<file path="src/rtl/assert_macros.svh">
// ----------------------------------------------------------------------------
// assert_macros.svh
// assertion shorthands shared by the rtl, clocked on aclk
// ----------------------------------------------------------------------------
`ifndef ASSERT_MACROS_SVH
`define ASSERT_MACROS_SVH

// checked only while out of reset
`define PMC_ASSERT(label, prop, msg) \
    label: assert property (@(posedge aclk) disable iff (!aresetn) prop) \
        else $error(msg);

// checked on every edge, reset included
`define PMC_ASSERT_ALWAYS(label, prop, msg) \
    label: assert property (@(posedge aclk) prop) \
        else $error(msg);

`endif

</file>
<file path="src/rtl/pmc_ram.sv">
// ----------------------------------------------------------------------------
// pmc_ram
// simple dual port ram, one write port, one registered read port
// ----------------------------------------------------------------------------
module pmc_ram #(
    parameter int WIDTH = 8,
    parameter int DEPTH = 16
) (
    input  logic                     aclk,
    input  logic                     we,
    input  logic [$clog2(DEPTH)-1:0] waddr,
    input  logic [WIDTH-1:0]         wdata,
    input  logic [$clog2(DEPTH)-1:0] raddr,
    output logic [WIDTH-1:0]         rdata
);

    logic [WIDTH-1:0] mem [DEPTH];

    always_ff @(posedge aclk) begin
        if (we) begin
            mem[waddr] <= wdata;
        end
        rdata <= mem[raddr];
    end

endmodule

</file>
<file path="config.mk">
export PLATFORM = sky130hd
export DESIGN_NAME = pmc_ram
export DESIGN_NICKNAME = d
export VERILOG_FILES = /design/src/rtl/assert_macros.svh /design/src/rtl/pmc_ram.sv
export SDC_FILE = /design/constraint.sdc
export NUM_CORES = 1
export LEC_CHECK = 0
export ABC_CLOCK_PERIOD_IN_PS = 1620
export BUFFER_PORTS_ARGS = -buffer_cell sky130_fd_sc_hd__buf_2
export CAP_MARGIN = 20
export CORE_UTILIZATION = 40
export DETAILED_ROUTE_END_ITERATION = 16
export GPL_ROUTABILITY_DRIVEN = 0
export GPL_TIMING_DRIVEN = 0
export PLACE_DENSITY_LB_ADDON = 0.05
export SLEW_MARGIN = 40
export SYNTH_ARGS = -nofsm -noshare
export SYNTH_HDL_FRONTEND = slang
export SYNTH_SLANG_ARGS = --single-unit
</file>
<file path="constraint.sdc">
create_clock -name aclk -period 1.62 [get_ports aclk]
set_clock_uncertainty 0.15 [all_clocks]
set_input_delay 0.081 -clock aclk [delete_from_list [all_inputs] [get_ports aclk]]
set_output_delay 0.081 -clock aclk [all_outputs]
set_load 0.03 [all_outputs]
</file>
==> Yosys cells after proc, flatten, opt, wreduce, memory -nomap -nowiden <==
Memories as Yosys holds them, arrays and structs flattened. A register that Yosys moved wholly into a read port is not among the register bits.
Index checks and enable logic that the tools add are counted.
{ "word_totals": {"in_bits": 18, "wordCells": 3, "output_inout_bits": 8, "ff_bits": 0, "n_memories": 1, "mem_bits_rw": 128} }
{ "memory_table": {"columns": ["memory", "words", "width", "rd", "rd_clocked_by_memory_dff", "write_ports", "line", "source"], "rows": [
  ["mem", 16, 8, 1, 1, 1, "pmc_ram.sv:17", "logic [WIDTH-1:0] mem [DEPTH];"]
]} }
{ "classes": {"n_mux": 2} }
{ "ops": {"columns": ["operator", "count"], "rows": [
  ["two-way mux 1 bit", 2]
]} }

==> Depth between registers and ports, before layout <==
{ "depth": {"word_depth": 2, "ltp_mapped": 5, "mapped_depth_nobuf": 3} }

==> Worst setup path after synthesis <==
OpenSTA, ideal clock, no wires.
{ "synth_timing": {"path_kind": "input -> register", "start": "input waddr[2]", "end": "memory mem[0][0], enable pin", "setup_slack_ns": -0.104, "cell_stages": 2, "n_path_buf": 0, "setup_time_ns": 0.383, "t_required_ns": 1.087, "t_arrival_ns": 1.191, "path_cell_list": "or3b_2 > nor3_1"} }
{ "synth_rtl": {"columns": ["element", "line", "source"], "rows": [
  ["from (decl)", "pmc_ram.sv:11", "input logic [$clog2(DEPTH)-1:0] waddr,"],
  ["to (decl)", "pmc_ram.sv:17", null]
]} }
No word-level cell before the write port.

==> impl_results.md <==
* Share of cells above drive strength 1 at 31.1%
* Synthesized flop and latch total at 136
* Multiplexer area fraction after synthesis at between 15 and 20%
* Total GRT Usage at 17.4%
* Clk sinks at 136
* Vias in the first global route at 2427
* DIE AREA at roughly 13000 um2
* CP max stage delay at about 560 ps
* Maximum vdd drop at between 0.0005 and 0.0006 V
* P&R area growth vs syn at 20.1%
* Post CTS Setup Buffer Count at 0
* RSZ-0062 raised after global routing: no
* Clock latency on the worst-skew pair at between 400 and 500 ps
* Crit path DAT at 1720 ps
* Fmax at 636 MHz
* Post-synthesis sequential area ratio at 77.8%
* R2r startpoint: mem[1][2]$_DFFE_PP_
* Total wire length at 10300 um
* Port buffer count at 24
* Pins Over Slew Limit at 0
* Hold_sp: waddr[1]
* Yosys cell types at 19
* Worst-path clk slew at about 50 ps
* Commonest non-fill, non-tap cell in the layout: edfxtp_1
* Max Cap Violations at 0
* Fin. Hold Viols at 0
* Critical path capture point type: flop
* Post-detail-place hpwl at 6530 um
* Chip Height at 115 um
* Post-synthesis adder-cell area fraction at 0%
* Worst path cell trace: mux4_1, a22oi_1, nand2_1
* Buf+Inv Stages, Crit Path at 0
* Post-synthesis net count at roughly 250
* Antenna Cells at 0
* Residual DRC at 0
* Pleak at about 0.002 uW
* WL met2 at 4900 um
* CTS root buf: clkbuf_16
* Nets at 301
* Initial DRT Pass Iterations at 4
* Crit-path max FO at 1
* Slew HR at between 40% and 50%
* Core Rows at 41
* Worst Hold Class: in2reg
* Met3 Routed Length at between 600 and 700 um
* WL per Instance at 22.0 um
* Most frequent cells in the layout: edfxtp_1 (128), buf_2 (27), mux4_2 (18), clkbuf_16 (17), mux4_1 (14)
* Worst Tran Pin Value at 804 ps
* Total congestion overflow at 0
* Post-synthesis xor/xnor area fraction at 0%
* Initial drt markers at approximately 140
* Critical Path RT at approximately 1800 ps
* CTS tree: yes
* Worst hold slack at 14.8 ps
* Final worst path period need at around 1600 ps
* Initial antenna violation count at 0
* Mean number of vias per cell at 5.08
* Outcome: finished clean
* Mapped Cells at between 200 and 250
* Total CTS buffers at 17
* Initial Util at 41.0%
* # fillers at around 1100
* Post-synthesis compound-gate area fraction at 2.33%
* Final instance area at 6180 um2
* Global-route wire length before repair at 15100 um
* Post-Synth Simple-Gate Area at ~3.2%
* Synthesis Warnings at 0
* Final setup viols at 0
* Top delay family on crit path: multiplexers
* Avg Cell Area, Syn at 22.5 um2
* Antenna viol nets, final at 0
* Critical path's slowest cell: mux4_1
* Part of the cycle the worst path needs at 97.0%
* Mapped cell area at 5150 um2
* Highest Signal Layer: met4
* Via Count at 2377
* Pwr per Cell Area at roughly 1300 nW/um2
* Max clock buf depth at 2
* Largest net degree at the start of global routing at 17
* Post-Route M1 WL at 4620 um
* Core area at roughly 13000 um2
* DP Area at 5520 um2
* CP Launch Point: mem[1][2]$_DFFE_PP_
* Main combinational cell family by area after synthesis: multiplexers
* H-tree levels at 4
* Die X at 115 um
* Startpoint types: flop
* Setup CP Type: reg2reg
* IO Count at 26
==> final cells by class <==
cell class | instances | area, um2 | share of cell area (%)
Clock inverter | 3 | 15.0 | 0.243
Clock buffer | 29 | 520 | 8.42
Buffer | 10 | 86.3 | 1.40
Sequential cell | 136 | 4000 | 64.8
Multi-Input combinational cell | 83 | 1110 | 18.0
Timing Repair Buffer | 35 | 228 | 3.68
Tap cell | 172 | 215 | 3.48
==> synthesized netlist by cell type <==
master,instances,share of area (%)
nand2_1,9,0.66
clkdlybuf4s25_2,3,0.58
buf_4,1,0.15
nor2b_1,1,0.12
nand3b_1,2,0.29
and2b_1,1,0.15
dfxtp_1,8,3.1
nor2_1,13,0.95
buf_6,3,0.66
and2_1,1,0.12
mux4_2,18,7.9
nand3_1,1,0.097
buf_2,3,0.29
nand2b_1,2,0.24
or3b_2,1,0.17
mux4_1,14,7.1
edfxtp_1,128,75
nor3_1,4,0.39
a22oi_1,16,2.3
==> cell families after synthesis <==
family                 count (synthesis)
AOI/OAI and AO/OA                     16
DFF                                  136
muxes                                 32
and+or+nand+nor                       35
buffers and inverters                 10
==> layer usage <==
layer,track usage [%],vias up
li1,-,1086
met1,23.7,1206
met2,26.3,75
met3,4.65,10
met4,8.31,0
met5,0,-
==> worst paths after layout <==
check | end | slack (ps) | cells past startpoint
hold reg to reg | rdata[1]$_DFF_P_ | 530 | 3
setup reg to reg | rdata[2]$_DFF_P_ | 50 | 3
hold / removal | mem[4][1]$_DFFE_PP_ | 10 | 2
setup / recovery | rdata[2]$_DFF_P_ | 50 | 3
==> state kept, by name, indices dropped and copies added (netlist names) <==
name and flops:
mem 128, rdata 8
==> metrics by stage <==
| step | power [uW] | instances | TNS [ps] | util (%) | worst slack [ps] |
|---|---|---|---|---|---|
| 2_1_floorplan | 4270 | 229 | 0 | - | 123 |
| 3_3_place_gp | 4450 | 425 | -24160 | 43.7 | -473 |
| 3_5_place_dp | 4460 | 426 | -12190 | 43.9 | -310 |
| 4_1_cts | 7900 | 468 | 0 | 48.9 | 1.92 |
| 5_1_grt | 8120 | 468 | 0 | 49.2 | 26.0 |
| 6_report | 7820 | 468 | 0 | 49.2 | 48.3 |
==> report_power, final <==
part	switching [uW]	internal (uW)	total [uW]	leakage, uW
clock network	1260	2150	3410	0.000265
logic	276	176	452	0.000570
registers	18.2	3940	3960	0.00122
==> what timing repair did <==
item	4_1_cts	5_1_grt
hold endpoints to repair	131	0
hold buffers	10	0
endpoints found under the setup margin	0	3
resized for setup	0	3
(Power assumes the default switching activity.)
